$ cat src/rtl/prsa_pkg.sv
// ----------------------------------------------------------------------------
// prsa_pkg
// Types and codes shared by the seat allocator, its channels and its store.
// ----------------------------------------------------------------------------
package prsa_pkg;

  // Opcodes of an input item
  localparam logic OpAdd   = 1'b0;
  localparam logic OpServe = 1'b1;

  // Result status codes
  localparam logic [1:0] StatusDone  = 2'd0;
  localparam logic [1:0] StatusFull  = 2'd1;
  localparam logic [1:0] StatusEmpty = 2'd2;

  // Width of seat numbers and of the seat register
  localparam int unsigned SeatW = 7;

  typedef struct packed {
    logic        opcode;
    logic [15:0] requester_id;
    logic [7:0]  request_priority;
  } req_t;

  typedef struct packed {
    logic [1:0]  status;
    logic [15:0] served_id;
    logic [7:0]  served_priority;
    logic [6:0]  seat_number;
    logic        waitlisted;
    logic [5:0]  pending_count;
  } res_t;

  // One stored request
  typedef struct packed {
    logic [15:0] id;
    logic [7:0]  prio;
  } entry_t;

endpackage

$ cat src/rtl/prsa_stream_if.sv
// ----------------------------------------------------------------------------
// prsa_stream_if
// Valid/ready channel carrying one payload of type T per transfer.
// ----------------------------------------------------------------------------
interface prsa_stream_if #(
  parameter type T = logic
);
  logic valid;
  logic ready;
  T     data;

  modport source (output valid, output data, input ready);
  modport sink   (input valid, input data, output ready);
endinterface

$ cat src/rtl/prsa_ram.sv
// ----------------------------------------------------------------------------
// prsa_ram
// Generic single-write, single-read RAM with registered read data.
// ----------------------------------------------------------------------------
module prsa_ram #(
  parameter int unsigned Width = 8,
  parameter int unsigned Depth = 32,
  parameter int unsigned AddrW = (Depth > 1) ? $clog2(Depth) : 1
) (
  input  logic             clk_i,
  input  logic             we_i,
  input  logic [AddrW-1:0] waddr_i,
  input  logic [Width-1:0] wdata_i,
  input  logic             re_i,
  input  logic [AddrW-1:0] raddr_i,
  output logic [Width-1:0] rdata_o
);

  logic [Width-1:0] mem_q [Depth];

  // Write port and registered read port
  always_ff @(posedge clk_i) begin
    if (we_i) begin
      mem_q[waddr_i] <= wdata_i;
    end
    if (re_i) begin
      rdata_o <= mem_q[raddr_i];
    end
  end

endmodule

$ cat src/rtl/priority_request_seat_allocator.sv
// ----------------------------------------------------------------------------
// priority_request_seat_allocator
// Holds up to QUEUE_DEPTH booking requests in arrival order. An add item
// stores a request (status full when no room); a serve item removes the
// highest-priority request, the earliest on a tie, and books the lowest free
// seat within the configured seat limit, or waitlists it. Requests live in
// a single RAM with one read and one write port. An add is stored as it is
// accepted; a serve is accepted, sweeps the stored requests to find the best
// one, closes the gap by moving each later entry down one place and then
// finishes. A result that is still held in the output register stalls the
// finish state until it has been taken. The input is not ready while an item
// is at work. Seats are never released, so the taken seats always form a run
// from seat one and a single count stands for the seat map; it is cleared by
// reset.
// ----------------------------------------------------------------------------
module priority_request_seat_allocator #(
  parameter int unsigned QUEUE_DEPTH = 32,
  parameter int unsigned SEAT_COUNT  = 64
) (
  input  logic                        clk_i,
  input  logic                        rst_ni,
  prsa_stream_if.sink                 req_i,
  prsa_stream_if.source               res_o,
  input  logic                        cfg_we_i,
  input  logic [prsa_pkg::SeatW-1:0]  cfg_wdata_i
);

  localparam int unsigned AddrW   = (QUEUE_DEPTH > 1) ? $clog2(QUEUE_DEPTH) : 1;
  localparam int unsigned CountW  = $clog2(QUEUE_DEPTH + 1);
  localparam int unsigned SeatMax = (1 << prsa_pkg::SeatW) - 1;
  localparam int unsigned SeatCap = (SEAT_COUNT > SeatMax) ? SeatMax : SEAT_COUNT;
  localparam logic [prsa_pkg::SeatW-1:0] SeatCapW = prsa_pkg::SeatW'(SeatCap);
  localparam logic [CountW-1:0] DepthW = CountW'(QUEUE_DEPTH);

  typedef enum logic [1:0] {
    StIdle,
    StScan,
    StShift,
    StFinish
  } state_e;

  state_e                      state_q;
  logic [CountW-1:0]           cnt_q;
  logic [CountW-1:0]           idx_q;
  logic                        vld_q;
  logic [AddrW-1:0]            tag_q;
  logic [AddrW-1:0]            best_q;
  prsa_pkg::entry_t            best_ent_q;
  logic [prsa_pkg::SeatW-1:0]  seats_cfg_q;
  logic [prsa_pkg::SeatW-1:0]  booked_q;
  prsa_pkg::res_t              res_q;
  prsa_pkg::res_t              out_q;
  logic                        out_v_q;

  logic                        issue;
  logic                        ram_we;
  logic [AddrW-1:0]            ram_waddr;
  prsa_pkg::entry_t            ram_wdata;
  prsa_pkg::entry_t            ram_rdata;
  logic [prsa_pkg::SeatW-1:0]  seat_limit;
  logic                        accept;
  logic                        out_free;

  // Request store
  prsa_ram #(
    .Width ($bits(prsa_pkg::entry_t)),
    .Depth (QUEUE_DEPTH),
    .AddrW (AddrW)
  ) u_store (
    .clk_i   (clk_i),
    .we_i    (ram_we),
    .waddr_i (ram_waddr),
    .wdata_i (ram_wdata),
    .re_i    (issue),
    .raddr_i (idx_q[AddrW-1:0]),
    .rdata_o (ram_rdata)
  );

  assign req_i.ready = (state_q == StIdle);
  assign accept      = req_i.valid && req_i.ready;
  assign res_o.valid = out_v_q;
  assign res_o.data  = out_q;
  assign out_free    = !out_v_q || res_o.ready;
  assign seat_limit  = (seats_cfg_q > SeatCapW) ? SeatCapW : seats_cfg_q;

  // Store port control: read sweep, append on add, gap closing on serve
  always_comb begin
    issue     = ((state_q == StScan) || (state_q == StShift)) && (idx_q < cnt_q);
    ram_we    = 1'b0;
    ram_waddr = cnt_q[AddrW-1:0];
    ram_wdata = '{id: req_i.data.requester_id, prio: req_i.data.request_priority};
    if (accept && (req_i.data.opcode == prsa_pkg::OpAdd) && (cnt_q < DepthW)) begin
      ram_we = 1'b1;
    end else if ((state_q == StShift) && vld_q) begin
      ram_we    = 1'b1;
      ram_waddr = tag_q - AddrW'(1);
      ram_wdata = ram_rdata;
    end
  end

  // Sequencer, counts and result registers
  always_ff @(posedge clk_i or negedge rst_ni) begin
    if (!rst_ni) begin
      state_q     <= StIdle;
      cnt_q       <= '0;
      idx_q       <= '0;
      vld_q       <= 1'b0;
      tag_q       <= '0;
      best_q      <= '0;
      best_ent_q  <= '0;
      seats_cfg_q <= prsa_pkg::SeatW'(64);
      booked_q    <= '0;
      res_q       <= '0;
      out_q       <= '0;
      out_v_q     <= 1'b0;
    end else begin
      if (cfg_we_i) begin
        seats_cfg_q <= cfg_wdata_i;
      end
      // Output register: loaded from the finish state, cleared on transfer
      if ((state_q == StFinish) && out_free) begin
        out_q   <= res_q;
        out_v_q <= 1'b1;
      end else if (res_o.ready) begin
        out_v_q <= 1'b0;
      end
      vld_q <= issue;
      tag_q <= idx_q[AddrW-1:0];
      if (issue) begin
        idx_q <= idx_q + CountW'(1);
      end

      unique case (state_q)
        StIdle: begin
          if (accept) begin
            if (req_i.data.opcode == prsa_pkg::OpAdd) begin
              if (cnt_q < DepthW) begin
                cnt_q <= cnt_q + CountW'(1);
                res_q <= '{status: prsa_pkg::StatusDone, served_id: 16'd0,
                           served_priority: 8'd0, seat_number: 7'd0, waitlisted: 1'b0,
                           pending_count: 6'(cnt_q + CountW'(1))};
              end else begin
                res_q <= '{status: prsa_pkg::StatusFull, served_id: 16'd0,
                           served_priority: 8'd0, seat_number: 7'd0, waitlisted: 1'b0,
                           pending_count: 6'(cnt_q)};
              end
              state_q <= StFinish;
            end else if (cnt_q == '0) begin
              res_q   <= '{status: prsa_pkg::StatusEmpty, served_id: 16'd0,
                           served_priority: 8'd0, seat_number: 7'd0, waitlisted: 1'b0,
                           pending_count: 6'd0};
              state_q <= StFinish;
            end else begin
              idx_q   <= '0;
              state_q <= StScan;
            end
          end
        end

        StScan: begin
          // strict compare keeps the earliest entry on equal priority
          if (vld_q && ((tag_q == '0) || (ram_rdata.prio > best_ent_q.prio))) begin
            best_q     <= tag_q;
            best_ent_q <= ram_rdata;
          end
          if (!issue && !vld_q) begin
            idx_q   <= CountW'(best_q) + CountW'(1);
            state_q <= StShift;
          end
        end

        StShift: begin
          if (!issue && !vld_q) begin
            cnt_q                 <= cnt_q - CountW'(1);
            res_q.status          <= prsa_pkg::StatusDone;
            res_q.served_id       <= best_ent_q.id;
            res_q.served_priority <= best_ent_q.prio;
            res_q.pending_count   <= 6'(cnt_q - CountW'(1));
            if (booked_q < seat_limit) begin
              booked_q          <= booked_q + prsa_pkg::SeatW'(1);
              res_q.seat_number <= booked_q + prsa_pkg::SeatW'(1);
              res_q.waitlisted  <= 1'b0;
            end else begin
              res_q.seat_number <= '0;
              res_q.waitlisted  <= 1'b1;
            end
            state_q <= StFinish;
          end
        end

        StFinish: begin
          if (out_free) begin
            state_q <= StIdle;
          end
        end

        default: state_q <= StIdle;
      endcase
    end
  end

endmodule

$ cat src/flat_wrapper.sv
// flat-port wrapper written by rule: the top's interface ports become plain ports
module priority_request_seat_allocator_flat 
#(
  parameter int unsigned QUEUE_DEPTH = 32,
  parameter int unsigned SEAT_COUNT  = 64
)
  (clk_i, rst_ni, cfg_we_i, cfg_wdata_i, req_i_valid, req_i_data, req_i_ready, res_o_valid, res_o_data, res_o_ready);
  prsa_stream_if #(.T(prsa_pkg::req_t)) req_i_i ();
  prsa_stream_if #(.T(prsa_pkg::res_t)) res_o_i ();
  input  logic clk_i;
  input  logic rst_ni;
  input  logic cfg_we_i;
  input  logic [prsa_pkg::SeatW-1:0] cfg_wdata_i;
  input wire logic [$bits(req_i_i.valid)-1:0] req_i_valid;
  input wire logic [$bits(req_i_i.data)-1:0] req_i_data;
  output wire logic [$bits(req_i_i.ready)-1:0] req_i_ready;
  output wire logic [$bits(res_o_i.valid)-1:0] res_o_valid;
  output wire logic [$bits(res_o_i.data)-1:0] res_o_data;
  input wire logic [$bits(res_o_i.ready)-1:0] res_o_ready;
  assign req_i_i.valid = req_i_valid;
  assign req_i_i.data = req_i_data;
  assign req_i_ready = req_i_i.ready;
  assign res_o_valid = res_o_i.valid;
  assign res_o_data = res_o_i.data;
  assign res_o_i.ready = res_o_ready;
  priority_request_seat_allocator #(.QUEUE_DEPTH(QUEUE_DEPTH), .SEAT_COUNT(SEAT_COUNT)) u_core (.clk_i(clk_i), .rst_ni(rst_ni), .req_i(req_i_i), .res_o(res_o_i), .cfg_we_i(cfg_we_i), .cfg_wdata_i(cfg_wdata_i));
endmodule
$ cat config.mk
export PLATFORM = sky130hd
export DESIGN_NAME = priority_request_seat_allocator_flat
export DESIGN_NICKNAME = d
export VERILOG_FILES = /design/src/rtl/prsa_pkg.sv /design/src/rtl/prsa_stream_if.sv /design/src/rtl/prsa_ram.sv /design/src/rtl/priority_request_seat_allocator.sv /design/src/flat_wrapper.sv
export SDC_FILE = /design/constraint.sdc
export NUM_CORES = 1
export LEC_CHECK = 0
export BUFFER_PORTS_ARGS = -buffer_cell sky130_fd_sc_hd__buf_4
export CAP_MARGIN = 20
export CELL_PAD_IN_SITES_DETAIL_PLACEMENT = 1
export CELL_PAD_IN_SITES_GLOBAL_PLACEMENT = 1
export CORE_MARGIN = 2
export CORE_UTILIZATION = 30
export CTS_BUF_LIST = sky130_fd_sc_hd__clkbuf_8
export CTS_CLUSTER_DIAMETER = 30
export DETAILED_ROUTE_END_ITERATION = 8
export PLACE_DENSITY = 0.51
export SETUP_SLACK_MARGIN = 0.1
export SYNTH_ARGS = -nofsm -noshare
export SYNTH_HDL_FRONTEND = slang
export SYNTH_HIERARCHICAL = 1
export SYNTH_SLANG_ARGS = --single-unit
$ cat constraint.sdc
create_clock -name clk_i -period 4.2 [get_ports clk_i]
set_input_delay 0.84 -clock clk_i [delete_from_list [all_inputs] [get_ports clk_i]]
set_output_delay 0.84 -clock clk_i [all_outputs]
set_load 0.02 [all_outputs]
== Word-level counts from Yosys, hierarchy flattened ==
Memories as Yosys holds them, arrays and structs flattened. A register that Yosys moved wholly into a read port is not among the register bits.
Cells that the tools add are included.
W data, S select, Z words.

* Register bits after elaboration: 144
* Memory bits (writable): 768
* Input bits: 37
* Output and inout bits: 42
* Logic and storage cells: 106
* Memories: 1

* Add/sub/neg operators: 6
* Magnitude comparators: 5
* Equal/unequal tests: 10
* Mux-type cells: 36
* Bitwise logic cells: 1
* Reductions and logical operators: 24

{| class="wikitable"
|+ Memories
! memory !! depth !! bits a word !! rd ports !! clocked after Yosys merged registers in !! wr ports !! RTL line !! text
|-
| u_core.u_store.mem_q || 32 || 24 || 1 || 1 || 1 || prsa_ram.sv:19 || <nowiki>logic [Width-1:0] mem_q [Depth];</nowiki>
|}

{| class="wikitable"
|+ Operators with widths
! operator !! number
|-
| $mux W40 || 4
|-
| $pmux W40 S2 || 1
|-
| $mux W6 || 9
|-
| $mux W24 || 2
|-
| $mux W39 || 1
|-
| $pmux W6 S2 || 2
|-
| $add A6 B1 Y6 const B || 2
|-
| $mux W2 || 6
|-
| $mux W5 || 2
|-
| $ne A2 B2 Y1 const B || 5
|-
| $gt A8 B8 Y1 || 1
|-
| $logic_and A1 B1 Y1 || 8
|-
| $mux W8 || 1
|-
| $pmux W2 S4 || 1
|-
| $reduce_and A4 Y1 || 2
|-
| $add A7 B1 Y7 const B || 1
|-
| $gt A7 B7 Y1 const B || 1
|-
| $lt A7 B7 Y1 || 1
|-
| $mux W7 || 1
|-
| $add A5 B1 Y6 const B || 1
|-
| $logic_not A6 Y1 || 1
|-
| $lt A6 B6 Y1 || 1
|-
| $lt A6 B6 Y1 const B || 1
|-
| $mux W1 || 6
|-
| 15 further kinds || 21
|}

== Longest topological paths before layout ==
* Depth in word-level cells: 8
* Mapped depth: 11
* Mapped depth without buffers: 9

== Cells and area by module ==
The synthesis kept the hierarchy.

{| class="wikitable"
|+ Modules (own cells, without submodules)
! module !! times used !! cells an instance !! area an instance (um^2) !! sequential area each (um^2)
|-
| prsa_ram || 1 || 1711 || 30723.2 || 23782.8
|-
| priority_request_seat_allocator || 1 || 630 || 7034.2 || 3604.7
|}

== Worst setup path before layout ==
Ideal clock, no wire load.

* Path kind: input port to flip-flop
* From: input port req_i_data[24]
* To: memory u_core/u_store/mem_q[19][0] (netlist name), enable pin
* Setup time: 0.405 ns
* Arrival time: 3.658 ns
* Data required time: 3.795 ns
* Setup slack: 0.137 ns
* Cell stages on the path: 8
* Path buffers: 2
* Cell sequence: clkbuf_1 -> nor2_1 -> a31oi_1 -> clkbuf_1 -> nor2_1 -> a21oi_1 -> or3b_2 -> nor2_1

* Elaborated cells between the ends (all ways): 7
* Classes of those cells: mux: 4; bitwise: 1; reduce/logical: 2

{| class="wikitable"
|+ RTL lines
! what !! RTL line !! text
|-
| from (decl) || flat_wrapper.sv:15 || <nowiki>input wire logic [$bits(req_i_i.data)-1:0] req_i_data;</nowiki>
|-
| $not A1 Y1 || priority_request_seat_allocator.sv:92 || <nowiki>if (accept && (req_i.data.opcode == prsa_pkg::OpAdd) && (cnt_q < DepthW)) begin</nowiki>
|-
| $logic_and A1 B1 Y1 (2 in series) || priority_request_seat_allocator.sv:92 ||
|-
| $mux W5 || priority_request_seat_allocator.sv:92 ||
|-
| net u_core.ram_waddr[4] || priority_request_seat_allocator.sv:57 || <nowiki>logic [AddrW-1:0] ram_waddr;</nowiki>
|-
| to (decl) || prsa_ram.sv:19 ||
|}

The timed path passes the listed nets, and every way through them passes these cells.

== Worst setup path in the final report ==
* From: register u_core.state_q[0]
* To: memory u_core/u_store/mem_q[0][23] (netlist name), enable pin

* Elaborated cells between the ends (all ways): 12
* Classes of those cells: eq/ne: 1; mux: 6; reduce/logical: 5

{| class="wikitable"
|+ RTL lines
! what !! RTL line !! text
|-
| from (decl) || priority_request_seat_allocator.sv:42 || <nowiki>state_e state_q;</nowiki>
|-
| from (signal assigned) || priority_request_seat_allocator.sv:104 || <nowiki>state_q <= StIdle;</nowiki>
|-
| from (signal assigned) || priority_request_seat_allocator.sv:147 || <nowiki>state_q <= StFinish;</nowiki>
|-
| from (signal assigned) || priority_request_seat_allocator.sv:152 || <nowiki>state_q <= StFinish;</nowiki>
|-
| $logic_not A2 Y1 || priority_request_seat_allocator.sv:79 || <nowiki>assign req_i.ready = (state_q == StIdle);</nowiki>
|-
| $logic_and A1 B1 Y1 || priority_request_seat_allocator.sv:80 || <nowiki>assign accept = req_i.valid && req_i.ready;</nowiki>
|-
| $logic_and A1 B1 Y1 (2 in series) || priority_request_seat_allocator.sv:92 ||
|-
| $mux W5 * || priority_request_seat_allocator.sv:92 ||
|-
| net u_core.ram_waddr[1] || priority_request_seat_allocator.sv:57 ||
|}

The timed path passes the listed nets; every way through them passes the cells marked *.

==> reports/qor.txt <==
SYNTHESIS
----------------------------------------------------------------------------------------
Synth Area in Compound Gates ..............................................       0.0605
Most frequent cell after synthesis ........................................ sky130_fd_sc_hd__edfxtp_1
Largest cells by area after synthesis ..................................... sky130_fd_sc_hd__edfxtp_1 (63%), sky130_fd_sc_hd__mux2i_1 (10%), sky130_fd_sc_hd__dfrtp_1 (9.5%)
Biggest area consumer among synthesized cells ............................. sky130_fd_sc_hd__edfxtp_1
Sequential area share after synthesis .....................................        0.725
Post-synth top area share .................................................        0.630
Post-synth cell types .....................................................           59
Cell count after synthesis ................................................         2341
Most frequent cells after synthesis ....................................... sky130_fd_sc_hd__edfxtp_1 (792), sky130_fd_sc_hd__mux2i_1 (388), sky130_fd_sc_hd__nand2_1 (178)
Combinational family with the most area after synthesis ................... multiplexers
Synthesized area ..........................................................    37800 um2
Adder-cell share of the synthesized area ..................................       0.0103
Mapped Nets ...............................................................         2409
Number of synthesized flops with an enable pin ............................          792
Synthesized area per cell .................................................     16.1 um2
Yosys warning count .......................................................            6
Synthesized-area fraction occupied by xor and xnor cells ..................      0.00557
Top flip-flop cell by instance count after synthesis ...................... sky130_fd_sc_hd__edfxtp_1
Fraction of registers with async set or reset after synthesis .............        0.154
Post-Synth Simple-Gate Area ...............................................       0.0482
#FFs+latches synth ........................................................          936
Portion of netlist area occupied by mux cells .............................        0.128

WORST HOLD PATH
----------------------------------------------------------------------------------------
Type of the tightest min-delay check ......................................    in -> reg

TIMING
----------------------------------------------------------------------------------------
Number of hold violations in the final report .............................            0
Final Cycle Share .........................................................        0.809
Hold slack ................................................................     0.179 ns
Slew HR ...................................................................        0.293
Shortest clock period the worst path allows after layout ..................      3.40 ns
Max-slew violations .......................................................            0
Transition at the pin with the smallest max-transition slack ..............      1.06 ns
Worst clock skew ..........................................................    0.0602 ns
Fmax ......................................................................    0.294 GHz
Sum of negative setup slack ...............................................         0 ns
Setup repair after global routing missed its margin .......................        false
Worst Slack Setup Final ...................................................     0.801 ns
Final setup fails .........................................................            0

DIE
----------------------------------------------------------------------------------------
Die Footprint .............................................................   129000 um2
Area of the core region ...................................................   125000 um2
Io pins ...................................................................           79
Die extent in y ...........................................................       359 um
Row Count .................................................................          130
Starting density of the core ..............................................        0.301
Floorplan die width .......................................................       359 um

DRT
----------------------------------------------------------------------------------------
Detailed-route vias per instance ..........................................         4.81
Count of vias placed by the detailed router ...............................        21590
Initial drt markers .......................................................         1650
Number of routed nets with antenna violations .............................            0
Detailed-route DRC error count ............................................            0
Router iterations before antenna repair ...................................            5
Final wirelength ..........................................................    111000 um
Avg WL per Cell ...........................................................      24.7 um

CTS
----------------------------------------------------------------------------------------
Total clock buffers created by CTS ........................................          225
Root Buffer ............................................................... sky130_fd_sc_hd__clkbuf_8
H-Tree Depth ..............................................................            4
Clock latency on the worst-skew pair ......................................      0.90 ns
Post-CTS repair timing setup buffer count .................................            0
CTS sink count ............................................................          936
Worst-case clock buffer depth .............................................            3
CTS clk-pin slew, worst paths .............................................      0.05 ns
Count of cells resized by post-cts repair .................................            0
TritonCTS clock tree ......................................................        built

CRITICAL PATH
----------------------------------------------------------------------------------------
Data arrival at the endpoint of the critical path .........................      3.93 ns
Cell with the largest stage delay on the worst path ....................... sky130_fd_sc_hd__or3b_2
CP Class ..................................................................   reg -> reg
Most frequent cell on the critical path ................................... sky130_fd_sc_hd__nand3_1
Maximum fanout along the worst path .......................................           24
Max stage delay on crit path ..............................................      0.74 ns
Crit-path cells ........................................................... inv_1 > ha_1 > nand3_1 > nand3_1 > o21ai_0 > or3b_2 > nor2_2 > buf_4
Required time reported for the critical path endpoint .....................      4.73 ns
Crit path launch type .....................................................         flop
Crit path capture type ....................................................         flop
Family with the most delay on the worst path .............................. simple AND/OR/NAND/NOR gates
WP buf/inv ................................................................            2

RUN STATUS
----------------------------------------------------------------------------------------
Status .................................................................... complete, no violations

PLACED DESIGN
----------------------------------------------------------------------------------------
Number of buffers added on ports ..........................................           78
Routability Congestion ....................................................        0.789
Total half-perimeter wirelength after legalization and detailed placement .     69200 um
Worst setup slack after placement .........................................     0.643 ns

GLOBAL ROUTING
----------------------------------------------------------------------------------------
Global-route wire length before repair ....................................    160000 um
Pin count of the biggest net entering global routing ......................           97
GRT Resource Usage Total ..................................................        0.173
Initial antenna violation count ...........................................           10
Number of global-route vias before repair .................................        23109
Sum of overflow across all layers after global routing ....................            0

PWR
----------------------------------------------------------------------------------------
Static leakage ............................................................      17.2 nW
VDD IR max ................................................................       372 uV
Power, Total ..............................................................      37.0 mW
Power density over cell area ..............................................   797 nW/um2

FINISH
----------------------------------------------------------------------------------------
Layout area overhead ......................................................        23.0%
Number of nets in the layout ..............................................         2699
Core Util, Final ..........................................................        0.371
Proportion of layout cells with a drive suffix above 1 ....................        0.243

RUN
----------------------------------------------------------------------------------------
Count of max-cap constraint violations ....................................            0

-- power breakdown --
part / switching, mW / total (mW) / internal, mW
logic: 7.94 / 11.8 / 3.88
registers: 0.734 / 12.7 / 12.0
clock network: 4.67 / 12.5 / 7.81
total: 13.3 / 37.0 / 23.6
-- sequential cells by signal (all words and copies together) (netlist names) --
| register | cells |
|---|---|
| u_core/res_o.valid | 1 |
| u_core/vld_q | 1 |
| u_core/u_store/rdata_o | 24 |
| u_core/res_q | 40 |
| u_core/u_store/mem_q | 768 |
| u_core/booked_q | 7 |
| u_core/best_q | 5 |
| u_core/res_o.data | 40 |
| u_core/cnt_q | 6 |
| u_core/tag_q | 5 |
| u_core/seats_cfg_q | 7 |
| u_core/state_q | 2 |
| u_core/idx_q | 6 |
| u_core/best_ent_q | 24 |
-- stage by stage --
stage          instance area, um2  cells
6_report                    46400   4491
3_5_place_dp                41000   4053
4_1_cts                     46400   4482
5_1_grt                     46400   4485
3_3_place_gp                41000   4052
2_1_floorplan               37800   2341
-- what timing repair did --
action	4_1_cts	5_1_grt
hold buffers	1	0
endpoints found under the hold margin	45	0
setup endpoints to repair	0	0
-- layout by cell type (no fill, tap or decap), drive strengths merged, types with 18 or more instances in the layout --
cell / count
nand3: 88
a22o: 72
xnor2: 18
a22oi: 72
mux2: 83
clkbuf: 232
mux2i: 388
clkinv: 89
nor2: 46
bufinv: 41
nand2: 179
buf: 191
a21oi: 93
inv: 73
edfxtp: 792
dfrtp: 143
nor3: 31
o21ai: 23
a31oi: 31
ha: 31
-- routing by layer --
metal | up-vias | routed length [um] | GRT usage
met5 | - | 11 | 0
li1 | 9749 | - | -
met2 | 569 | 53100 | 0.281
met3 | 159 | 5880 | 0.0400
met4 | 2 | 2840 | 0.0575
met1 | 11111 | 49300 | 0.229
-- worst paths after layout --
check | start | to | slack [ns] | depth (start not counted)
worst max register to register | u_core/state_q[0]$_DFFE_PN0P_ | u_core/u_store/mem_q[0][23]$_DFFE_PP_ | 0.80 | 8
worst min register to register | u_core/best_ent_q[20]$_DFFE_PN0P_ | u_core/res_q[34]$_DFFE_PN0P_ | 0.48 | 1
worst max-delay path | u_core/state_q[0]$_DFFE_PN0P_ | u_core/u_store/mem_q[0][23]$_DFFE_PP_ | 0.80 | 8
worst min-delay path | cfg_wdata_i[1] | u_core/seats_cfg_q[1]$_DFFE_PN0P_ | 0.18 | 2
min in group asynchronous | rst_ni | u_core/booked_q[5]$_DFFE_PN0P_ | 0.56 | 2
max in group asynchronous | rst_ni | u_core/idx_q[0]$_DFF_PN0_ | 2.80 | 3
-- layout make-up --
type	instances	area, um2
fillers	12776	78800
flip-flops and latches	936	27400
multi-input cells	1252	9690
clock buffers	232	3190
clock inverters	196	2180
well taps	1650	2060
repair buffers	192	1790
inverters	24	90.1
diodes	9	22.5
-- kinds of logic after synthesis --
logic type | Yosys count
DFF | 936
and+or+nand+nor | 400
muxes | 471
buffers and inverters | 153
xor gates and xnor gates | 24
adders and majority gates | 31
AOI/OAI and AO/OA | 326
(Power assumes the default switching activity.)
